===== src/rtl/bilu_pkg.sv =====
// Shared types, widths and constants of the bilinear upscaler.
// Used by every module of the block; depends on nothing else.
`timescale 1ns / 1ps
`default_nettype none

package bilu_pkg;

  localparam int PX_W       = 24;
  localparam int CH_W       = 8;
  localparam int ROW_W      = 12;
  localparam int OUT_X_W    = 12;
  localparam int OUT_Y_W    = 14;
  localparam int SC_W       = 3;
  localparam int CFG_W_W    = 11;
  localparam int CFG_H_W    = 13;
  localparam int CFG_DATA_W = 13;
  localparam int CFG_IDX_W  = 2;
  localparam int SUM_W      = 12;
  localparam int WGT_W      = 5;

  localparam logic [SC_W-1:0]    MAX_SCALE  = 3'd4;
  localparam logic [CFG_H_W-1:0] MAX_HEIGHT = 13'd4096;

  localparam logic [CFG_IDX_W-1:0] REG_WIDTH  = 2'd0;
  localparam logic [CFG_IDX_W-1:0] REG_HEIGHT = 2'd1;
  localparam logic [CFG_IDX_W-1:0] REG_SCALE  = 2'd2;

  localparam logic [CFG_W_W-1:0] RST_WIDTH  = 11'd1024;
  localparam logic [CFG_H_W-1:0] RST_HEIGHT = 13'd1024;
  localparam logic [SC_W-1:0]    RST_SCALE  = 3'd4;

  // floor(v / 9) == (v * RECIP9) >> 16 for every v up to 255 * 9.
  localparam logic [12:0] RECIP9 = 13'd7282;

  localparam int QDEPTH = 4;
  localparam int QPTR_W = 2;
  localparam int QCNT_W = 3;

  typedef struct packed {
    logic [CFG_W_W-1:0] width;
    logic [CFG_H_W-1:0] height;
    logic [SC_W-1:0]    scale;
  } cfg_t;

  typedef struct packed {
    logic [PX_W-1:0]    a;
    logic [PX_W-1:0]    b;
    logic [PX_W-1:0]    c;
    logic [PX_W-1:0]    d;
    logic [OUT_X_W-1:0] cx;
    logic [ROW_W-1:0]   cy;
    logic [SC_W-1:0]    s;
    logic               last;
  } job_t;

  function automatic logic [CH_W-1:0] chan(input logic [PX_W-1:0] px, input logic [1:0] k);
    logic [CH_W-1:0] r;
    case (k)
      2'd0: r = px[23:16];
      2'd1: r = px[15:8];
      default: r = px[7:0];
    endcase
    return r;
  endfunction

endpackage

`default_nettype wire


===== src/rtl/bilu_queue.sv =====
// Short word queue of tile jobs between the front and back ends.
// Depends on bilu_pkg for the job type and depth.
`timescale 1ns / 1ps
`default_nettype none

module bilu_queue
  import bilu_pkg::*;
(
  input  wire logic              clk,
  input  wire logic              rst,
  input  wire logic              push_valid,
  output logic                   push_ready,
  input  wire job_t              push_job,
  output logic                   pop_valid,
  input  wire logic              pop_ready,
  output job_t                   pop_job,
  output logic [QCNT_W-1:0]      count
);

  job_t              slots [QDEPTH];
  logic [QPTR_W-1:0] wr_ptr;
  logic [QPTR_W-1:0] rd_ptr;
  logic              push_fire;
  logic              pop_fire;

  assign push_ready = (count != QCNT_W'(QDEPTH));
  assign pop_valid  = (count != '0);
  assign pop_job    = slots[rd_ptr];
  assign push_fire  = push_valid && push_ready;
  assign pop_fire   = pop_valid && pop_ready;

  always_ff @(posedge clk) begin
    if (push_fire) begin
      slots[wr_ptr] <= push_job;
    end
  end

  always_ff @(posedge clk) begin
    if (rst) begin
      wr_ptr <= '0;
      rd_ptr <= '0;
      count  <= '0;
    end else begin
      if (push_fire) begin
        wr_ptr <= wr_ptr + QPTR_W'(1);
      end
      if (pop_fire) begin
        rd_ptr <= rd_ptr + QPTR_W'(1);
      end
      if (push_fire && !pop_fire) begin
        count <= count + QCNT_W'(1);
      end else if (pop_fire && !push_fire) begin
        count <= count - QCNT_W'(1);
      end
    end
  end

endmodule

`default_nettype wire


===== config.mk =====
export PLATFORM = sky130hd
export DESIGN_NAME = bilu_queue
export DESIGN_NICKNAME = d
export VERILOG_FILES = /design/src/rtl/bilu_pkg.sv /design/src/rtl/bilu_queue.sv
export SDC_FILE = /design/constraint.sdc
export NUM_CORES = 1
export LEC_CHECK = 0
export BUFFER_PORTS_ARGS = -buffer_cell sky130_fd_sc_hd__buf_2
export CAP_MARGIN = 20
export CORE_UTILIZATION = 51
export DETAILED_ROUTE_END_ITERATION = 10
export GPL_TIMING_DRIVEN = 0
export PLACE_DENSITY = 0.78
export SLEW_MARGIN = 25
export SYNTH_ARGS = -nofsm -noshare
export SYNTH_HDL_FRONTEND = slang
export SYNTH_SLANG_ARGS = --single-unit

===== constraint.sdc =====
create_clock -name clk -period 4.15 [get_ports clk]
set_clock_uncertainty 0.1 [all_clocks]
set_input_delay 0.2075 -clock clk [delete_from_list [all_inputs] [get_ports clk]]
set_output_delay 0.2075 -clock clk [all_outputs]
set_load 0.02 [all_outputs]

==> flow_metrics.tcl <==
set metrics [dict create \
    min_path_type "in2reg" \
    clock_sinks 505 \
    end_kind "register" \
    postSynthAreaPerCell_um2 26.3 \
    synth_cell_types 22 \
    wl_per_cell_um 22.6 \
    clkPwrFrac 0.292 \
    min-delay-start "push_job[106]" \
    start_util 0.517 \
    dieArea_um2 36700 \
    maxCapViolCount 0 \
    synth.top_cell.area_share 0.812 \
    multi_input_area_um2 3070 \
    post-route-min-period_ns 2.74 \
    grtUsageTotal 0.208 \
    synth_fp_nets 830 \
    vias 8976 \
    die_h_um 192 \
    synth_common_cells "496 x edfxtp_1, 124 x mux4_2, 14 x buf_2" \
    fmax_mhz 365 \
    power.switching_uw 4120 \
    max-vdd-ir-drop_uv 532 \
    cpPeakStageDelay_ns 0.52 \
    ff2ff_path_depth 8 \
    clockRootBuffer "clkbuf_16" \
    worstSetupPathType "reg2reg" \
    regToRegSetupSlack_ns 1.41 \
    tns_ns 0 \
    synth_area_um2 18300 \
    crit_slowest_cell "dfxtp_1" \
    firstDrtPassIters 5 \
    grt_pass1_wl_um 55700 \
    wl_um 37100 \
    overflow 0 \
    die_w_um 192 \
    antennaDiodeCount 0 \
    h-tree-depth 2 \
    avgViaCountPerCell 5.47 \
    leakagePower_uw 0.00794 \
    async_reset_ff_frac 0 \
    whs_ns 0.279 \
    worstPathCellList "nor2_1, a21boi_2, ha_1, inv_1, fa_1, xor2_1, or3_1, a21oi_1" \
    cp_top_family "adder cells" \
    drt-initial-drc-count 603 \
    cts.path.max_buffers 3 \
    maxSlewHeadroom 0.481 \
    cp.arrival_ns 3.14 \
    synth_edf_count 496 \
    yosys-top-cells-area "edfxtp_1 81%, mux4_2 15%, dfxtp_1 0.98%, buf_6 0.49%, buf_2 0.38%" \
    crit_fanout 7 \
    required_ns 4.55 \
    fin_util 0.656 \
    path_buf_inv 1 \
    hpwlAfterDp_um 21900 \
    cts_setup_buffers 0 \
    syn_inst 696 \
    worst_pin_slew_ns 0.779 \
    hold_viol 0 \
    yosysWarnings 0 \
    post-synth-top-count-cell "edfxtp_1" \
    ys_ff_latch 505 \
    post-route-period-util 0.659 \
    pin_count 257 \
    cts_inserted_buffers 49 \
    antenna_found_initial 0 \
    cp.depth 8 \
    syn2layout_area_growth_pct 27.0 \
    seq_power_share 0.441 \
    holdPathEnd "slots[3][106]$_DFFE_PP_" \
    io_buffers 255 \
    ant_nets 0 \
    timing.rr.end "count[2]$_SDFFE_PP0P_" \
    status "completed" \
    ys.flop_type "edfxtp_1" \
    p_int_uw 10200 \
    ys_seq_area_frac 0.822 \
    fillers 2207 \
    place_congestion 0.709 \
    rows 69 \
    final-setup-viol-count 0 \
    switching_share 0.287 \
    first_global_vias 9615 \
    rsz0062_at_grt "no" \
    clk_latency_ns 0.58 \
    comb_power_share 0.267 \
    cts_tree "done" \
    powerDensity_nw_per_um2 616 \
    core_area_um2 35500 \
    synth_top_area_cell "edfxtp_1" \
    grt_max_degree 41 \
    drv_slew 0 \
    drc_errors 0 \
    final-seq-area_um2 15100 \
    nets 1276 \
    clk_pin_slew_worst_paths_ns 0.06 \
    reg2reg_from "count[0]$_SDFFE_PP0P_" \
    hold_path_depth 2 \
    startpoint_type "register" \
    drive_gt1_frac 0.407 \
]
==> logic make-up after synthesis <==
family	share of synthesized area
DFF	0.822
muxes	0.154
buffers and inverters	0.0108
and+or+nand+nor	0.00457
adders and majority gates	0.00450
AOI/OAI and AO/OA	0.00205
xor gates and xnor gates	0.00191
==> state kept, by name, summed over array words and instances, names as in the netlist, named ones only <==
register  count
wr_ptr        2
count         3
slots       496
rd_ptr        2
==> worst max path at each step <==
stage,startpoint,to
detailed placement,count[0]$_SDFFE_PP0P_,count[2]$_SDFFE_PP0P_
global route,count[0]$_SDFFE_PP0P_,count[2]$_SDFFE_PP0P_
finish,count[0]$_SDFFE_PP0P_,count[2]$_SDFFE_PP0P_
floorplan,count[0]$_SDFFE_PP0P_,slots[0][0]$_DFFE_PP_
global placement,count[0]$_SDFFE_PP0P_,slots[1][70]$_DFFE_PP_
CTS,register,pop_job[89]
==> metal layers <==
metal | vias to the layer above | part of all wire | GRT usage
met5 | - | 0 | 0
met4 | 0 | 0.022 | 0.0717
met3 | 51 | 0.078 | 0.0590
met2 | 346 | 0.51 | 0.353
met1 | 4673 | 0.39 | 0.256
li1 | 3906 | - | -
==> placed cells by master (no fill, tap or decap), types with 8 or more instances in the layout <==
| master | Yosys | routed |
|---|---|---|
| buf_2 | 14 | 269 |
| buf_6 | 8 | 8 |
| clkbuf_1 | 7 | 20 |
| clkbuf_16 | 0 | 52 |
| clkinv_1 | 0 | 15 |
| dfxtp_1 | 9 | 9 |
| dlygate4sd3_1 | 0 | 128 |
| edfxtp_1 | 496 | 496 |
| mux4_2 | 124 | 124 |
| nor2_1 | 8 | 8 |
==> area by class of cell <==
class                           count  share of cell area
Timing Repair Buffer              395               0.122
Clock inverter                     22             0.00543
Tap cell                          461              0.0248
Sequential cell                   505               0.647
Multi-Input combinational cell    159               0.132
Clock buffer                       68              0.0598
Buffer                             29             0.00801
Inverter                            3            0.000484
==> power by group through the flow <==
stage          clock network [uW]  registers (uW)  logic, uW
3_3_place_gp                    0            6440       3630
4_1_cts                      4250            6320       3880
6_report                     4190            6330       3830
2_1_floorplan                   0            6410       2510
5_1_grt                      4470            6370       4100
3_5_place_dp                    0            6430       3750
==> per-stage QoR <==
stage	instances	power, uW	cell area [um2]	worst slack, ns
2_1_floorplan	696	8920	18300	1.09
3_3_place_gp	1412	10100	20200	-0.111
3_5_place_dp	1424	10200	20500	1.64
4_1_cts	1642	14500	23300	1.42
5_1_grt	1642	14900	23300	1.30
6_report	1642	14300	23300	1.41
==> worst register-to-register path, stage by stage, from the launching register on <==
cell and delay (ns):
dfxtp_1 0.52, nor2_1 0.14, a21boi_2 0.41, ha_1 0.31, inv_1 0.09, fa_1 0.42, xor2_1 0.18, or3_1 0.33
a21oi_1 0.17
==> what timing repair did <==
item / in CTS / in global routing
hold buffers: 128 / 0
setup endpoints to repair: 0 / 0
hold endpoints to repair: 505 / 0
resized for setup: 0 / 0
Note: power is estimated with default switching activity, not from simulation.
