==> src/rtl/bilu_pkg.sv <==
// Shared types, widths and constants of the bilinear upscaler.
// Used by every module of the block; depends on nothing else.
`timescale 1ns / 1ps
`default_nettype none

package bilu_pkg;

  localparam int PX_W       = 24;
  localparam int CH_W       = 8;
  localparam int ROW_W      = 12;
  localparam int OUT_X_W    = 12;
  localparam int OUT_Y_W    = 14;
  localparam int SC_W       = 3;
  localparam int CFG_W_W    = 11;
  localparam int CFG_H_W    = 13;
  localparam int CFG_DATA_W = 13;
  localparam int CFG_IDX_W  = 2;
  localparam int SUM_W      = 12;
  localparam int WGT_W      = 5;

  localparam logic [SC_W-1:0]    MAX_SCALE  = 3'd4;
  localparam logic [CFG_H_W-1:0] MAX_HEIGHT = 13'd4096;

  localparam logic [CFG_IDX_W-1:0] REG_WIDTH  = 2'd0;
  localparam logic [CFG_IDX_W-1:0] REG_HEIGHT = 2'd1;
  localparam logic [CFG_IDX_W-1:0] REG_SCALE  = 2'd2;

  localparam logic [CFG_W_W-1:0] RST_WIDTH  = 11'd1024;
  localparam logic [CFG_H_W-1:0] RST_HEIGHT = 13'd1024;
  localparam logic [SC_W-1:0]    RST_SCALE  = 3'd4;

  // floor(v / 9) == (v * RECIP9) >> 16 for every v up to 255 * 9.
  localparam logic [12:0] RECIP9 = 13'd7282;

  localparam int QDEPTH = 4;
  localparam int QPTR_W = 2;
  localparam int QCNT_W = 3;

  typedef struct packed {
    logic [CFG_W_W-1:0] width;
    logic [CFG_H_W-1:0] height;
    logic [SC_W-1:0]    scale;
  } cfg_t;

  typedef struct packed {
    logic [PX_W-1:0]    a;
    logic [PX_W-1:0]    b;
    logic [PX_W-1:0]    c;
    logic [PX_W-1:0]    d;
    logic [OUT_X_W-1:0] cx;
    logic [ROW_W-1:0]   cy;
    logic [SC_W-1:0]    s;
    logic               last;
  } job_t;

  function automatic logic [CH_W-1:0] chan(input logic [PX_W-1:0] px, input logic [1:0] k);
    logic [CH_W-1:0] r;
    case (k)
      2'd0: r = px[23:16];
      2'd1: r = px[15:8];
      default: r = px[7:0];
    endcase
    return r;
  endfunction

endpackage

`default_nettype wire

==> src/rtl/bilu_back.sv <==
// Back end: walks each tile job pixel by pixel, weights the four corners,
// divides by the squared scale and registers the output word. Depends on bilu_pkg.
`timescale 1ns / 1ps
`default_nettype none

module bilu_back
  import bilu_pkg::*;
(
  input  wire logic               clk,
  input  wire logic               rst,
  input  wire logic               pop_valid,
  output logic                    pop_ready,
  input  wire job_t               pop_job,
  output logic                    out_valid,
  input  wire logic               out_ready,
  output logic [OUT_X_W-1:0]      out_x,
  output logic [OUT_Y_W-1:0]      out_y,
  output logic [CH_W-1:0]         out_red,
  output logic [CH_W-1:0]         out_green,
  output logic [CH_W-1:0]         out_blue,
  output logic                    run_last
);

  job_t            job;
  logic            busy;
  logic [SC_W-1:0] fx;
  logic [SC_W-1:0] fy;
  logic            fx_last;
  logic            fy_last;
  logic            done;
  logic            issue;
  logic            s1_load;
  logic            out_adv;

  logic               s1_valid;
  logic [SUM_W-1:0]   s1_sum [3];
  logic [OUT_X_W-1:0] s1_x;
  logic [OUT_Y_W-1:0] s1_y;
  logic [SC_W-1:0]    s1_s;
  logic               s1_last;

  logic [SUM_W-1:0]   sum_c [3];
  logic [CH_W-1:0]    quo [3];
  logic [OUT_X_W-1:0] px_x;
  logic [OUT_Y_W-1:0] px_y;

  assign out_adv   = !out_valid || out_ready;
  assign s1_load   = !s1_valid || out_adv;
  assign issue     = busy && s1_load;
  assign fx_last   = (fx == job.s - SC_W'(1));
  assign fy_last   = (fy == job.s - SC_W'(1));
  assign done      = fx_last && fy_last;
  assign pop_ready = !busy || (issue && done);

  always_comb begin
    logic [SC_W-1:0]      rx;
    logic [SC_W-1:0]      ry;
    logic [WGT_W-1:0]     wa;
    logic [WGT_W-1:0]     wb;
    logic [WGT_W-1:0]     wc;
    logic [WGT_W-1:0]     wd;
    logic [SUM_W+1:0]     acc;
    logic [OUT_X_W+2:0]   xb;
    logic [ROW_W+2:0]     yb;
    rx = job.s - fx;
    ry = job.s - fy;
    wa = WGT_W'({2'b00, rx} * {2'b00, ry});
    wb = WGT_W'({2'b00, fx} * {2'b00, ry});
    wc = WGT_W'({2'b00, rx} * {2'b00, fy});
    wd = WGT_W'({2'b00, fx} * {2'b00, fy});
    for (int k = 0; k < 3; k++) begin
      acc = (14'(chan(job.a, 2'(k))) * 14'(wa)) + (14'(chan(job.b, 2'(k))) * 14'(wb))
          + (14'(chan(job.c, 2'(k))) * 14'(wc)) + (14'(chan(job.d, 2'(k))) * 14'(wd));
      sum_c[k] = acc[SUM_W-1:0];
    end
    xb = 15'(job.cx) * 15'(job.s);
    yb = 15'(job.cy) * 15'(job.s);
    px_x = xb[OUT_X_W-1:0] + OUT_X_W'(fx);
    px_y = yb[OUT_Y_W-1:0] + OUT_Y_W'(fy);
  end

  always_comb begin
    logic [SUM_W+12:0] prod;
    for (int k = 0; k < 3; k++) begin
      prod = 25'(s1_sum[k]) * 25'(RECIP9);
      case (s1_s)
        3'd1: quo[k] = s1_sum[k][CH_W-1:0];
        3'd2: quo[k] = s1_sum[k][CH_W+1:2];
        3'd3: quo[k] = prod[CH_W+15:16];
        default: quo[k] = s1_sum[k][CH_W+3:4];
      endcase
    end
  end

  always_ff @(posedge clk) begin
    if (pop_valid && pop_ready) begin
      job <= pop_job;
    end
    if (issue) begin
      s1_sum  <= sum_c;
      s1_x    <= px_x;
      s1_y    <= px_y;
      s1_s    <= job.s;
      s1_last <= job.last && done;
    end
    if (out_adv && s1_valid) begin
      out_x     <= s1_x;
      out_y     <= s1_y;
      out_red   <= quo[0];
      out_green <= quo[1];
      out_blue  <= quo[2];
      run_last  <= s1_last;
    end
  end

  always_ff @(posedge clk) begin
    if (rst) begin
      busy      <= 1'b0;
      fx        <= '0;
      fy        <= '0;
      s1_valid  <= 1'b0;
      out_valid <= 1'b0;
    end else begin
      if (pop_ready) begin
        busy <= pop_valid;
        fx   <= '0;
        fy   <= '0;
      end else if (issue) begin
        if (fx_last) begin
          fx <= '0;
          fy <= fy + SC_W'(1);
        end else begin
          fx <= fx + SC_W'(1);
        end
      end
      if (s1_load) begin
        s1_valid <= issue;
      end
      if (out_adv) begin
        out_valid <= s1_valid;
      end
    end
  end

endmodule

`default_nettype wire

==> config.mk <==
export PLATFORM = sky130hd
export DESIGN_NAME = bilu_back
export DESIGN_NICKNAME = d
export VERILOG_FILES = /design/src/rtl/bilu_pkg.sv /design/src/rtl/bilu_back.sv
export SDC_FILE = /design/constraint.sdc
export NUM_CORES = 2
export LEC_CHECK = 0
export ABC_AREA = 1
export BUFFER_PORTS_ARGS = -buffer_cell sky130_fd_sc_hd__buf_2
export CORE_ASPECT_RATIO = 0.7
export CORE_MARGIN = 2
export CORE_UTILIZATION = 32
export CTS_BUF_LIST = sky130_fd_sc_hd__clkbuf_16
export DETAILED_ROUTE_END_ITERATION = 10
export GPL_ROUTABILITY_DRIVEN = 0
export GPL_TIMING_DRIVEN = 1
export PLACE_DENSITY = 0.55
export SETUP_SLACK_MARGIN = 0.05
export SLEW_MARGIN = 5
export SYNTH_ARGS = -nofsm -noshare
export SYNTH_HDL_FRONTEND = slang
export SYNTH_SLANG_ARGS = --single-unit
==> constraint.sdc <==
create_clock -name clk -period 11.6 [get_ports clk]
set_input_delay 1.16 -clock clk [delete_from_list [all_inputs] [get_ports clk]]
set_output_delay 1.16 -clock clk [all_outputs]
set_load 0.005 [all_outputs]
==> flow_summary_export.csv <==
group,metric,value,unit
status,outcome,"complete, no violations",
yosys,syn_avg_cell_area,9.097,sq um
worst_setup_path,reg2reg_slack,2090,ps
worst_setup_path,critPathLaunch,"fx[0]",
worst_setup_path,max_stage_delay,690,ps
timing,slew_headroom,22.49,%
cts,post_cts_resize_count,0,
timing,tightest_slew,1158,ps
timing,period_minus_slack,9513,ps
grt,antenna_found_initial,0,
drt,drt_iter0_markers,1598,
worst_setup_path,reg2reg_to,"s1_sum[10]",
grt,grt_first_pass_wirelength,136800,um
worst_setup_path,arrival,9860,ps
cts,root_buffer,"clkbuf_16",
die,die_w,388.0,um
min_path,min_path_type,"reg -> reg",
yosys,synth_seq_area_share,22.46,%
die,row_count,98,
worst_setup_path,required,11950,ps
worst_setup_path,r2r_start,"fx[0]",
die,core_area,102300,sq um
yosys,yosysMostFrequentCell,"inv_1",
timing,finalHoldViolCount,0,
timing,finalCritPeriodShare,82.01,%
grt,grt_max_degree,70,
worst_setup_path,rr_worst_depth,38,
grt,globalRouteTotalUtil,16.60,%
yosys,synth_edf_count,241,
final_layout,synthToLayoutAreaGrowth,10.71,%
worst_setup_path,start_kind,"flop",
drt,via_per_inst,4.565,
yosys,yosysWarnings,0,
worst_setup_path,worstSetupEndpoint,"s1_sum[10]",
cts,cts_tree,"yes",
drt,vias,23670,
yosys,ys_types,50,
yosys,synth_nets,4668,
timing,drv_slew,0,
cts,holdBufCountCts,0,
timing,max_freq,105.1,MHz
yosys,syn-cell-area,33020,sq um
cts,postCtsSetupRepairBufs,0,
worst_setup_path,critPathKind,"reg -> reg",
worst_setup_path,worst_path_most_repeated_cell,"inv_1",
die,start_util,32.29,%
die,io_pins,181,
drt,firstDrtPassIters,5,
drt,routedWlPerCell,16.65,um
worst_setup_path,critPathMaxFanout,16,
final_layout,drive_gt1_share,7.614,%
yosys,yosys.area.top_type_share,29.46,%
timing,rsz0062_at_grt,"false",
yosys,ys.flop_type,"edfxtp_1",
cts,path_clk_slew,60,ps
min_path,min_from,"s1_x[3]",
drt,ant_nets,0,
timing,final.setup_skew,26.46,ps
yosys,synthTopCellsByCount,"921 x inv_1, 770 x nand2_1, 486 x fa_1",
yosys,async_reset_ff_share,0,%
cts,cts_sinks,250,
timing,fin_setup_tns,0,ps
placement,io_buffers,180,
worst_setup_path,crit_slowest_cell,"fa_1",
cts,worstSkewPairLatency,620,ps
flow_run,maxCapViolCount,0,
grt,first_global_vias,23880,
die,die_h,272.8,um
cts,numCtsBuffers,30,
yosys,syn-instance-count,3630,
yosys,yosysTopAreaCell,"fa_1",
yosys,ys_seq_elements,250,
drt,wl,86350,um
placement,place_hpwl,74410,um
final_layout,nets,4849,
grt,grt_overflow,0,
final_layout,num_antenna_cells,0,
cts,htreeDepth,1,
die,die_area,105800,sq um
drt,drc,0,
worst_setup_path,crit_path_end_kind,"flop",
timing,setup_viol,0,
yosys,synth.area.top_cells,"fa_1 29%, edfxtp_1 22%, ha_1 16%, inv_1 10%, nand2_1 8.8%",
cts,cts_buffer_depth,3,
[sequential cells by signal, indices dropped and copies added (netlist names), 3 cells and up]
name,count
job,124
s1_sum,36
out_y,14
s1_y,14
out_x,12
s1_x,12
out_blue,8
out_green,8
out_red,8
fx,3
fy,3
s1_s,3
[placed cells by master (no fill, tap or decap), drive strengths merged, types with 6 or more instances in the layout]
| master | instances |
|---|---|
| clkinv | 17 |
| nand3 | 88 |
| a21boi | 10 |
| a21o | 11 |
| nor2 | 238 |
| a21oi | 104 |
| nor3 | 11 |
| buf | 207 |
| edfxtp | 241 |
| dfxtp | 9 |
| inv | 932 |
| fa | 486 |
| nand3b | 14 |
| o21ai | 48 |
| o2111ai | 6 |
| ha | 424 |
| a31oi | 8 |
| clkbuf | 30 |
| xnor2 | 36 |
| nand4 | 37 |
| xor2 | 52 |
| nand2 | 782 |
| o21bai | 10 |
[critical path: cells and delay by family (launching register included)]
family                     cells  cell delay [ps]
buffers and inverters         12             1250
AOI/OAI and AO/OA              5              850
DFF                            1              570
adders and majority gates     13             5700
xor gates and xnor gates       1              160
and+or+nand+nor                7              680
[cell type report]
cell class	instances	area (sq um)
Fill cell	10560	65710
Tap cell	1350	1689
Multi-Input combinational cell	2392	21880
Clock buffer	30	750.7
Inverter	930	3498
Sequential cell	250	7417
Timing Repair Buffer	207	1104
Clock inverter	26	221.5
[stage by stage]
| step | cell area [sq um] | worst slack (ps) | cells | hold WS (ps) | utilization, % |
|---|---|---|---|---|---|
| after detailed placement | 35590 | 2166 | 5129 | 404.5 | 34.80 |
| after global routing | 36560 | 1473 | 5185 | 418.4 | 35.75 |
| after CTS | 36560 | 2122 | 5185 | 415.5 | 35.75 |
| final | 36560 | 2087 | 5185 | 415.1 | 35.75 |
| after floorplan | 33020 | 2659 | 3630 | 400.3 | - |
| after global placement | 35590 | 2274 | 5129 | 403.5 | 34.80 |
[routing by layer]
metal	vias up	track usage, %	share of wire, %
li1	11440	-	-
met1	11590	25.42	50
met2	591	24.73	42
met3	51	3.232	7.0
met4	0	1.966	1.2
met5	-	0	0
[cells by family (layout without fill, tap and decap cells)]
kind of cell / Yosys count / in the layout / synth area share [%]
buffers and inverters: 988 / 1193 / 11.36
and+or+nand+nor: 1182 / 1182 / 14.58
xor gates and xnor gates: 88 / 88 / 2.357
DFF: 250 / 250 / 22.46
adders and majority gates: 910 / 910 / 45.53
AOI/OAI and AO/OA: 212 / 212 / 3.713
[how the worst min path moves through the flow]
stage | to | slack [ps] | depth (start not counted)
final | out_x[3] | 420 | 0
after global routing | out_x[5] | 420 | 0
after global placement | out_y[11] | 400 | 0
after CTS | out_x[3] | 420 | 0
after floorplan | out_x[0] | 400 | 0
after detailed placement | out_x[8] | 400 | 0
Power is not shown: default switching activity piles up to over one toggle a cycle in this logic, so the estimate is an artifact.
